--- src/rtl/mva_pkg.sv ---
package mva_pkg;

	typedef struct packed {
		logic [7:0]  status_byte;
		logic [7:0]  data_one;
		logic [7:0]  data_two;
		logic [12:0] avail_bytes;
	} msg_t;

	typedef struct packed {
		logic [2:0]  event_kind;
		logic [3:0]  voice;
		logic [7:0]  note_number;
		logic [7:0]  velocity;
		logic [1:0]  param_index;
		logic [28:0] value;
		logic [12:0] used_bytes;
		logic        last;
	} evt_t;

	localparam logic [2:0] EV_NONE    = 3'd0;
	localparam logic [2:0] EV_START   = 3'd1;
	localparam logic [2:0] EV_RELEASE = 3'd2;
	localparam logic [2:0] EV_FILTER  = 3'd3;
	localparam logic [2:0] EV_BEND    = 3'd4;
	localparam logic [2:0] EV_PROGRAM = 3'd5;

	localparam logic [3:0] TY_NOTE_OFF = 4'h8;
	localparam logic [3:0] TY_NOTE_ON  = 4'h9;
	localparam logic [3:0] TY_CTRL     = 4'hB;
	localparam logic [3:0] TY_PROGRAM  = 4'hC;
	localparam logic [7:0] ST_BEND     = 8'hE0;

	localparam logic [7:0] CC_CUTOFF   = 8'd1;
	localparam logic [7:0] CC_RESO_A   = 8'd2;
	localparam logic [7:0] CC_RESO_B   = 8'd3;
	localparam logic [7:0] CC_SUSTAIN  = 8'd64;

	localparam logic [28:0] CUTOFF_BASE = 29'd142365917;
	localparam logic [19:0] CUTOFF_STEP = 20'd917175;
	localparam logic [19:0] RESO_STEP   = 20'd528416;
	localparam logic [7:0]  PROG_MAX    = 8'd31;
	localparam int          MAX_RESULTS = 16;

	// scan modes of the voice walk
	typedef enum logic [1:0] {
		SCAN_OFF,
		SCAN_ON,
		SCAN_PEDAL
	} scan_t;

	typedef enum logic [2:0] {
		ST_IDLE,
		ST_DECODE,
		ST_SCAN,
		ST_EMIT,
		ST_FINAL
	} state_t;

	typedef struct packed {
		logic  load;
		logic  start_scan;
		scan_t mode;
		logic  step;
		logic  emit_hit;
		logic  emit_single;
		logic  emit_final;
	} cmd_t;

	typedef struct packed {
		logic  scan_done;
		logic  hit;
		logic  single;
		scan_t mode;
		logic  scan_req;
		logic  any_emitted;
		logic  full;
	} sts_t;

endpackage

--- src/rtl/mva_datapath.sv ---
module mva_datapath #(
	parameter int VOICES = 16,
	parameter int VW = (VOICES > 1) ? $clog2(VOICES) : 1
) (
	input  logic          clk,
	input  logic          arst_n,
	input  mva_pkg::msg_t msg,
	input  mva_pkg::cmd_t cmd,
	output mva_pkg::sts_t sts,
	output mva_pkg::evt_t evt
);

	mva_pkg::msg_t m_q;
	logic [7:0]    note_q [VOICES];
	logic [VOICES-1:0] held_q, sus_q;
	logic [VW-1:0] next_q, idx_q;
	logic [VW:0]   cnt_q;
	logic          sustain_q;
	logic [4:0]    nemit_q;

	logic [3:0]  ty;
	logic        is_off, is_on, is_ctl, is_prg, is_bnd, avail3, avail2;
	logic        hit;
	logic [12:0] consumed;
	logic [VW-1:0] idx_inc;
	logic [VOICES-1:0] later_hits;
	logic        more;
	mva_pkg::evt_t evt_d;

	// filter word multiply, one product before the register
	logic [28:0] prod;

	always_comb begin
		ty      = m_q.status_byte[7:4];
		avail3  = m_q.avail_bytes >= 13'd3;
		avail2  = m_q.avail_bytes >= 13'd2;
		is_off  = (ty == mva_pkg::TY_NOTE_OFF) ||
			(ty == mva_pkg::TY_NOTE_ON && m_q.data_two == 8'd0);
		is_on   = ty == mva_pkg::TY_NOTE_ON && !is_off;
		is_ctl  = ty == mva_pkg::TY_CTRL;
		is_prg  = ty == mva_pkg::TY_PROGRAM;
		is_bnd  = m_q.status_byte == mva_pkg::ST_BEND;
		if (is_off || is_on || is_ctl)
			consumed = avail3 ? 13'd3 : 13'd0;
		else if (is_prg)
			consumed = avail2 ? 13'd2 : 13'd0;
		else if (is_bnd)
			consumed = 13'd3;
		else
			consumed = m_q.avail_bytes;
		if (idx_q == VW'(VOICES - 1))
			idx_inc = '0;
		else
			idx_inc = idx_q + VW'(1);
		case (cmd.mode)
			mva_pkg::SCAN_OFF:   hit = held_q[idx_q] && note_q[idx_q] == m_q.data_one;
			mva_pkg::SCAN_ON:    hit = !held_q[idx_q];
			mva_pkg::SCAN_PEDAL: hit = sus_q[idx_q] && !held_q[idx_q];
			default:             hit = 1'b0;
		endcase
		if (m_q.data_one == mva_pkg::CC_CUTOFF)
			prod = mva_pkg::CUTOFF_BASE + 29'(m_q.data_two) * 29'(mva_pkg::CUTOFF_STEP);
		else
			prod = 29'(m_q.data_two) * 29'(mva_pkg::RESO_STEP);
	end

	// release walks go upward from voice 0; a hit is the final item when no later voice hits or the event cap is reached
	always_comb begin
		for (int i = 0; i < VOICES; i++) begin
			if (cmd.mode == mva_pkg::SCAN_PEDAL)
				later_hits[i] = sus_q[i] && !held_q[i] && i > int'(idx_q);
			else
				later_hits[i] = held_q[i] && note_q[i] == m_q.data_one && i > int'(idx_q);
		end
		more = |later_hits;
	end

	always_comb begin
		// a note-off under the pedal only moves the voice to sustained
		sts.hit         = hit && !(cmd.mode == mva_pkg::SCAN_OFF && sustain_q);
		sts.scan_done   = cnt_q == (VW+1)'(VOICES - 1);
		sts.any_emitted = nemit_q != 5'd0;
		sts.full        = nemit_q == 5'(mva_pkg::MAX_RESULTS);
		sts.scan_req    = 1'b0;
		sts.single      = 1'b0;
		sts.mode        = mva_pkg::SCAN_OFF;
		if ((is_off || is_on) && avail3) begin
			sts.scan_req = 1'b1;
			sts.mode     = is_on ? mva_pkg::SCAN_ON : mva_pkg::SCAN_OFF;
		end else if (is_ctl && avail3) begin
			if (m_q.data_one == mva_pkg::CC_CUTOFF || m_q.data_one == mva_pkg::CC_RESO_A ||
				m_q.data_one == mva_pkg::CC_RESO_B)
				sts.single = 1'b1;
			else if (m_q.data_one == mva_pkg::CC_SUSTAIN && m_q.data_two == 8'd0) begin
				sts.scan_req = 1'b1;
				sts.mode     = mva_pkg::SCAN_PEDAL;
			end
		end else if ((is_prg && avail2) || is_bnd)
			sts.single = 1'b1;
	end

	always_ff @(posedge clk) begin
		if (cmd.load)
			m_q <= msg;
		if (cmd.step && hit && cmd.mode == mva_pkg::SCAN_ON)
			note_q[idx_q] <= m_q.data_one;
	end

	always_ff @(posedge clk or negedge arst_n) begin
		if (!arst_n) begin
			held_q    <= '0;
			sus_q     <= '0;
			next_q    <= '0;
			idx_q     <= '0;
			cnt_q     <= '0;
			sustain_q <= 1'b0;
			nemit_q   <= '0;
		end else begin
			if (cmd.load)
				nemit_q <= '0;
			if (cmd.start_scan) begin
				idx_q <= (cmd.mode == mva_pkg::SCAN_ON) ? next_q : '0;
				cnt_q <= '0;
				if (is_ctl && avail3 && m_q.data_one == mva_pkg::CC_SUSTAIN)
					sustain_q <= m_q.data_two != 8'd0;
			end
			if (cmd.step) begin
				idx_q <= idx_inc;
				cnt_q <= cnt_q + (VW+1)'(1);
				if (hit) begin
					case (cmd.mode)
						mva_pkg::SCAN_OFF: begin
							held_q[idx_q] <= 1'b0;
							if (sustain_q)
								sus_q[idx_q] <= 1'b1;
						end
						mva_pkg::SCAN_ON: begin
							held_q[idx_q] <= 1'b1;
							sus_q[idx_q]  <= sustain_q;
							next_q        <= idx_inc;
						end
						mva_pkg::SCAN_PEDAL: sus_q[idx_q] <= 1'b0;
						default: ;
					endcase
				end
			end
			if (cmd.emit_hit || cmd.emit_single)
				nemit_q <= nemit_q + 5'd1;
		end
	end

	always_comb begin
		evt_d = '0;
		evt_d.used_bytes = consumed;
		evt_d.last = !cmd.emit_hit || cmd.mode == mva_pkg::SCAN_ON || !more ||
			nemit_q == 5'(mva_pkg::MAX_RESULTS - 1);
		if (cmd.emit_hit) begin
			evt_d.voice       = 4'(idx_q);
			evt_d.event_kind  = (cmd.mode == mva_pkg::SCAN_ON) ?
				mva_pkg::EV_START : mva_pkg::EV_RELEASE;
			evt_d.note_number = (cmd.mode == mva_pkg::SCAN_ON) ? m_q.data_one : note_q[idx_q];
			evt_d.velocity    = (cmd.mode == mva_pkg::SCAN_ON) ? m_q.data_two : 8'd0;
		end else if (cmd.emit_single) begin
			if (is_ctl) begin
				evt_d.event_kind  = mva_pkg::EV_FILTER;
				evt_d.param_index = 2'(m_q.data_one - 8'd1);
				evt_d.value       = prod;
			end else if (is_prg) begin
				evt_d.event_kind = mva_pkg::EV_PROGRAM;
				evt_d.value = 29'((m_q.data_one < mva_pkg::PROG_MAX) ?
					m_q.data_one : mva_pkg::PROG_MAX);
			end else begin
				evt_d.event_kind = mva_pkg::EV_BEND;
				evt_d.value      = 29'({m_q.data_two, 7'd0}) | 29'(m_q.data_one);
			end
		end
	end

	always_ff @(posedge clk) begin
		if (cmd.emit_hit || cmd.emit_single || cmd.emit_final)
			evt <= evt_d;
	end

`ifndef SYNTH
	a_scan_bound: assert property (@(posedge clk) disable iff (!arst_n)
		cmd.step |-> cnt_q < (VW+1)'(VOICES)) else $error("scan ran past last voice");
	a_emit_cap: assert property (@(posedge clk) disable iff (!arst_n)
		cmd.emit_hit |-> nemit_q < 5'(mva_pkg::MAX_RESULTS)) else $error("too many events");
	a_on_one: assert property (@(posedge clk) disable iff (!arst_n)
		(cmd.step && hit && cmd.mode == mva_pkg::SCAN_ON) |=> held_q[$past(idx_q)])
		else $error("started voice not held");
`endif

endmodule

--- src/rtl/mva_ctrl.sv ---
module mva_ctrl (
	input  logic          clk,
	input  logic          arst_n,
	input  logic          in_valid,
	output logic          in_stall,
	output logic          out_valid,
	input  logic          out_stall,
	input  mva_pkg::sts_t sts,
	output mva_pkg::cmd_t cmd
);

	mva_pkg::state_t state_q, state_d;
	mva_pkg::scan_t  mode_q, mode_d;
	logic            ov_q, ov_d;
	logic            free;

	always_ff @(posedge clk or negedge arst_n) begin
		if (!arst_n) begin
			state_q <= mva_pkg::ST_IDLE;
			mode_q  <= mva_pkg::SCAN_OFF;
			ov_q    <= 1'b0;
		end else begin
			state_q <= state_d;
			mode_q  <= mode_d;
			ov_q    <= ov_d;
		end
	end

	always_comb begin
		state_d  = state_q;
		mode_d   = mode_q;
		cmd      = '0;
		cmd.mode = mode_q;
		free     = !ov_q || !out_stall;
		ov_d     = ov_q && out_stall;
		in_stall = 1'b1;
		case (state_q)
			mva_pkg::ST_IDLE: begin
				in_stall = 1'b0;
				if (in_valid) begin
					cmd.load = 1'b1;
					state_d  = mva_pkg::ST_DECODE;
				end
			end
			mva_pkg::ST_DECODE: begin
				cmd.start_scan = 1'b1;
				cmd.mode       = sts.mode;
				mode_d         = sts.mode;
				if (sts.scan_req)
					state_d = mva_pkg::ST_SCAN;
				else if (sts.single)
					state_d = mva_pkg::ST_EMIT;
				else
					state_d = mva_pkg::ST_FINAL;
			end
			mva_pkg::ST_SCAN: begin
				// a hit waits for the output register before the voice moves on
				if (!(sts.hit && !sts.full && !free)) begin
					cmd.step = 1'b1;
					if (sts.hit && !sts.full) begin
						cmd.emit_hit = 1'b1;
						ov_d = 1'b1;
					end
					if (sts.scan_done || (sts.hit && mode_q == mva_pkg::SCAN_ON))
						state_d = mva_pkg::ST_FINAL;
				end
			end
			mva_pkg::ST_EMIT: if (free) begin
				cmd.emit_single = 1'b1;
				ov_d    = 1'b1;
				state_d = mva_pkg::ST_IDLE;
			end
			mva_pkg::ST_FINAL: if (free) begin
				// last flag rides on an extra kind-0 item only if nothing was sent
				if (sts.any_emitted)
					state_d = mva_pkg::ST_IDLE;
				else begin
					cmd.emit_final = 1'b1;
					ov_d    = 1'b1;
					state_d = mva_pkg::ST_IDLE;
				end
			end
			default: state_d = mva_pkg::ST_IDLE;
		endcase
		out_valid = ov_q;
	end

`ifndef SYNTH
	a_in_idle: assert property (@(posedge clk) disable iff (!arst_n)
		!in_stall |-> state_q == mva_pkg::ST_IDLE) else $error("accept outside idle");
	a_emit_free: assert property (@(posedge clk) disable iff (!arst_n)
		(cmd.emit_hit || cmd.emit_single || cmd.emit_final) |-> free)
		else $error("overwrote pending item");
	a_single_cmd: assert property (@(posedge clk) disable iff (!arst_n)
		$onehot0({cmd.emit_hit, cmd.emit_single, cmd.emit_final})) else $error("emit clash");
`endif

endmodule

--- src/rtl/midi_voice_allocator_core.sv ---
// MIDI round-robin voice allocator.
// Input channel msg (valid/stall): one MIDI message with its byte count.
// Output channel evt (valid/stall): one or more events per message, the
// final one flagged by last; every event carries used_bytes.
// A message is taken only while the block is idle: it is registered,
// then decoded, then either one event is formed, a walk over the voices
// at one voice per cycle runs for note-on, note-off and sustain release,
// or only a kind-0 item flagged last goes out. Events are formed
// combinationally and held in the output register; when the receiver
// stalls the walk waits on the next voice that would emit. The walk and
// event count set the rate; at most 16 events go out per message,
// further releases change state silently.
// Reset clears all voice marks, the round-robin pointer and the pedal.
module midi_voice_allocator_core #(
	parameter int VOICES = 16
) (
	input  logic          clk,
	input  logic          arst_n,
	input  logic          msg_valid,
	output logic          msg_stall,
	input  mva_pkg::msg_t msg,
	output logic          evt_valid,
	input  logic          evt_stall,
	output mva_pkg::evt_t evt
);

	mva_pkg::cmd_t cmd;
	mva_pkg::sts_t sts;

	mva_ctrl u_ctrl (
		.clk       (clk),
		.arst_n    (arst_n),
		.in_valid  (msg_valid),
		.in_stall  (msg_stall),
		.out_valid (evt_valid),
		.out_stall (evt_stall),
		.sts       (sts),
		.cmd       (cmd)
	);

	mva_datapath #(.VOICES(VOICES)) u_dp (
		.clk    (clk),
		.arst_n (arst_n),
		.msg    (msg),
		.cmd    (cmd),
		.sts    (sts),
		.evt    (evt)
	);

endmodule

--- config.mk ---
export PLATFORM = sky130hd
export DESIGN_NAME = midi_voice_allocator_core
export DESIGN_NICKNAME = d
export VERILOG_FILES = /design/src/rtl/mva_pkg.sv /design/src/rtl/mva_datapath.sv /design/src/rtl/mva_ctrl.sv /design/src/rtl/midi_voice_allocator_core.sv
export SDC_FILE = /design/constraint.sdc
export NUM_CORES = 1
export LEC_CHECK = 0
export BUFFER_PORTS_ARGS = -buffer_cell sky130_fd_sc_hd__buf_2
export CAP_MARGIN = 15
export CORE_MARGIN = 2
export CORE_UTILIZATION = 60
export DETAILED_ROUTE_END_ITERATION = 16
export PLACE_DENSITY = 0.79
export SETUP_SLACK_MARGIN = 0.2
export SLEW_MARGIN = 20
export SYNTH_ARGS = -nofsm -noshare
export SYNTH_HDL_FRONTEND = slang
export SYNTH_SLANG_ARGS = --single-unit
--- constraint.sdc ---
create_clock -name clk -period 8.2 [get_ports clk]
set_input_delay 0.41 -clock clk [delete_from_list [all_inputs] [get_ports clk]]
set_output_delay 0.41 -clock clk [all_outputs]
set_load 0.005 [all_outputs]
==> impl_results.md <==
* Maximum number of pins on one net before global-route repair at 69
* Critical path capture point: u_dp.note_q[0][6]
* Top area cells in the synthesized netlist: sky130_fd_sc_hd__edfxtp_1 (39%), sky130_fd_sc_hd__dfrtp_1 (7.8%), sky130_fd_sc_hd__fa_1 (7.1%)
* Clock insertion delay at the later pin of the skew report at 0.61 ns
* Total Wirelength at 49.1 mm
* Worst relative slew slack at 27.9%
* Launch point of the worst path: u_dp.m_q[25]
* Via count at 13589
* CTS H-tree depth at 1
* Outcome: complete, but fails checks
* Buffer cell driving the clock tree root: sky130_fd_sc_hd__clkbuf_16
* Number of distinct standard cells referenced by the synthesized netlist at 68
* Placer congestion estimate at 0.960
* Synth Flop Type: sky130_fd_sc_hd__edfxtp_1
* Maximum fanout count along the critical path at 24
* Clock period minus worst slack at 6.46 ns
* Warning count from the yosys run at 0
* Internal reg-to-reg setup slack at 1.74 ns
* Count of nets after finishing at 1930
* Endpoint of the worst-slack reg-to-reg timing path: u_dp.note_q[0][6]
* Placed wire-length estimate at 34.1 mm
* Post-CTS Setup Bufs at 0
* Proportion of layout cells with a drive suffix above 1 at 13.1%
* Number of cells produced by synthesis at 1616
* P&R area growth vs syn at 12.2%
* First-pass GRT wire length at 76.3 mm
* Series of cell instances along the critical path: nor3_1 > nand3_1 > nor4_1 > nand2b_1 > o21a_1 > inv_1 > ha_1 > buf_4 > o21ai_0 > o31ai_1 > and3b_1 > a31oi_1 > nor2_4 > nand2_1 > buf_4 > nor2_1
* Path class of the lowest-slack min-delay path: input port to asynchronous set/reset pin
* Vias per cell at 6.34
* All-layer global routing usage at 31.7%
* Port Buf Inserts at 110
* N_diodes at 0
* Post-synthesis instance area at 18200 um^2
* Length in cells of the worst reg-to-reg path at 16
* Critical path endpoint category: flop
* Largest incremental delay on the critical path at 0.85 ns
* Initial drt markers at 1648
* Vias in the first global route at 13281
* EDFF count, synth at 233
* Nature of the critical path startpoint: flop
* Final core area utilization at 68.6%
* Cell Area, Placed at 19000 um^2
* Initial core utilization at 61.2%
* Final instance area at 20400 um^2
* Total iterations of the first detailed-routing run at 6
* Master of the slowest instance on the critical path: sky130_fd_sc_hd__nor4_1
* Share of the clock period used by the worst path at 78.8%
* Start-to-end type of the worst setup path: flop to flop
* Count of final setup violators at 0
* Flip-flop and latch count after synthesis at 290
* Clock Skew at 0.0414 ns
* Library cell occupying the most area in the post-synthesis netlist: sky130_fd_sc_hd__edfxtp_1
* Worst-case vdd ir drop at 0.475 mV
* Total of max-cap violations at 0
* Clk buf depth at 3
* RR Startpoint: u_dp.m_q[25]
* Die Outline Area at 31700 um^2
* Clock-pin slew reported for the worst setup and hold paths after clock tree synthesis at 0.06 ns
* Final number of hold-violating endpoints at 35
* Final worst hold slack at -0.0331 ns
* Number of top-level pins at 111
* Fmax at 155 MHz
* Number of buffers created by CTS at 31
* Fraction of post-synthesis cell area in the top cell type by area at 38.5%
* Area of the placeable core at 29700 um^2
* Average footprint of a synthesized cell at 11.2 um^2
* Remaining routing DRC violations at 0
* Unrepaired setup endpoints after global routing: false
* Die Width at 178 um
* Ratio of total power to cell area at 458 nW/um^2
* Crit-path most repeated cell: sky130_fd_sc_hd__buf_4
* Share of synthesized registers carrying an async set or reset at 19.7%
* Residual overflow from global routing at 0
* Clock tree from TritonCTS: done
* Routed wire length per instance at 22.9 um
* Endpoint arrival time on the critical path at 6.69 ns
* Static leakage power at 8.20 nW
* Clk sink count at 290
* Violations in the final reports: hold timing
* Initial antenna violation count at 1
* Antenna-violating nets left at 0
* Final-report max-slew violation count at 0
* Placement row count at 63
* Summed negative setup slack over all endpoints at 0 ns
* Post-CTS resize count at 0
* Net Count, Synth at 1815
* Seq/Total Area, Yosys at 46.4%
* CP required at 8.43 ns
* Tightest Pin Transition at 1.07 ns
* Vertical extent of the die at 178 um
## area by class of cell
class / count / area [um^2]
tap: 390 / 488
clock buffer: 36 / 795
clock inverter: 21 / 279
timing repair buffer: 155 / 953
fill: 2140 / 9330
multi-input combinational: 1080 / 8800
inverter: 173 / 649
sequential: 290 / 8430
## logic make-up after synthesis
logic type	synth area share, %
AO/OA/AOI/OAI	10.7
AND/OR/NAND/NOR	10.5
XOR/XNOR	8.19
adder cells (fa/ha/maj)	13.5
flip-flops	46.4
multiplexers	5.40
buffers and inverters	5.35
## routing by layer
layer,GRT usage [%],vias to the layer above,part of all wire [%]
met3,5.86,113,10
met2,48.0,806,45
met4,9.97,0,3.3
met5,0,-,0
met1,46.6,6679,42
li1,-,5991,-
## worst min-delay path by stage
stage,slack [ns],depth (start not counted),from,end
6_report,-0.03,2,arst_n,u_dp.nemit_q[3]
5_1_grt,0.005,1,msg[2],u_dp.m_q[2]
4_1_cts,0.0009,2,arst_n,u_dp.nemit_q[0]
3_5_place_dp,0.47,1,flop,flop
3_3_place_gp,0.46,1,flop,flop
2_1_floorplan,0.11,0,arst_n,asynchronous set/reset pin
## sequential cells by signal (all words and copies together) (netlist names), named ones only
register and flops:
u_dp.sus_q 16, u_ctrl.state_q 3, u_dp.idx_q 4, u_dp.next_q 4, u_dp.m_q 37, u_dp.evt 68
u_dp.sustain_q 1, u_dp.nemit_q 5, u_dp.cnt_q 5, u_dp.note_q 128, u_ctrl.out_valid 1, u_ctrl.mode_q 2
## power breakdown
group | total [mW] | internal (mW) | switching, mW
clock network | 1.49 | 0.884 | 0.603
logic | 5.91 | 2.42 | 3.49
registers | 1.95 | 1.84 | 0.111
total | 9.35 | 5.14 | 4.20
## stage by stage
stage / hold WS (ns) / total power [mW] / worst slack, ns / cells
2_1_floorplan: 0.114 / 6.40 / 1.48 / 1616
3_3_place_gp: 0.462 / 7.58 / 2.03 / 2062
3_5_place_dp: 0.475 / 7.72 / 2.01 / 2062
4_1_cts: 0.000852 / 9.25 / 2.00 / 2145
5_1_grt: 0.00455 / 10.1 / 1.55 / 2145
6_report: -0.0331 / 9.35 / 1.74 / 2145
## cells in the mapped netlist (all sizes together), types with 9 or more instances
library cell,instances
inv,172
o22ai,9
a22o,10
clkbuf,37
a32oi,16
mux4,24
a31oi,11
nor2b,11
o21ai,87
nand4,22
edfxtp,233
nand2,102
mux2i,35
a21oi,44
xor2,86
a22oi,17
nand3,44
xnor2,84
and2,16
nor3,29
nor4,24
buf,36
ha,94
fa,64
dfrtp,57
a211oi,18
and3,9
nor2,98
a21o,35
## critical path, delay by kind of cell, from the launching register on
family                   cells  cell delay (ns)
flip-flops                   1             0.61
AO/OA/AOI/OAI                4             0.70
adder cells (fa/ha/maj)      1             0.16
AND/OR/NAND/NOR              8             3.82
buffers and inverters        3             0.79
## layout by cell type, fill, tap and decap left out, types with 16 or more instances in the layout
cell and count:
sky130_fd_sc_hd__clkbuf_16 31, sky130_fd_sc_hd__mux4_2 24, sky130_fd_sc_hd__nor4_1 23, sky130_fd_sc_hd__nor2_1 95, sky130_fd_sc_hd__mux2i_1 35, sky130_fd_sc_hd__inv_1 172, sky130_fd_sc_hd__a211oi_1 18, sky130_fd_sc_hd__a32oi_1 16
sky130_fd_sc_hd__a21oi_1 44, sky130_fd_sc_hd__xnor2_1 84, sky130_fd_sc_hd__dfrtp_1 55, sky130_fd_sc_hd__and2_1 16, sky130_fd_sc_hd__buf_2 110, sky130_fd_sc_hd__ha_1 94, sky130_fd_sc_hd__buf_4 19, sky130_fd_sc_hd__fa_1 64
sky130_fd_sc_hd__dlygate4sd3_1 26, sky130_fd_sc_hd__a21o_1 35, sky130_fd_sc_hd__nand2_1 102, sky130_fd_sc_hd__o21ai_0 74, sky130_fd_sc_hd__xor2_1 86, sky130_fd_sc_hd__nor3_1 28, sky130_fd_sc_hd__edfxtp_1 233, sky130_fd_sc_hd__nand4_1 22
sky130_fd_sc_hd__a22oi_1 17, sky130_fd_sc_hd__nand3_1 43
## repair_timing
item / 4_1_cts / 5_1_grt
hold buffers: 26 / 0
endpoints found under the setup margin: 0 / 0
hold endpoints to repair: 26 / 0
(Power assumes the default switching activity.)
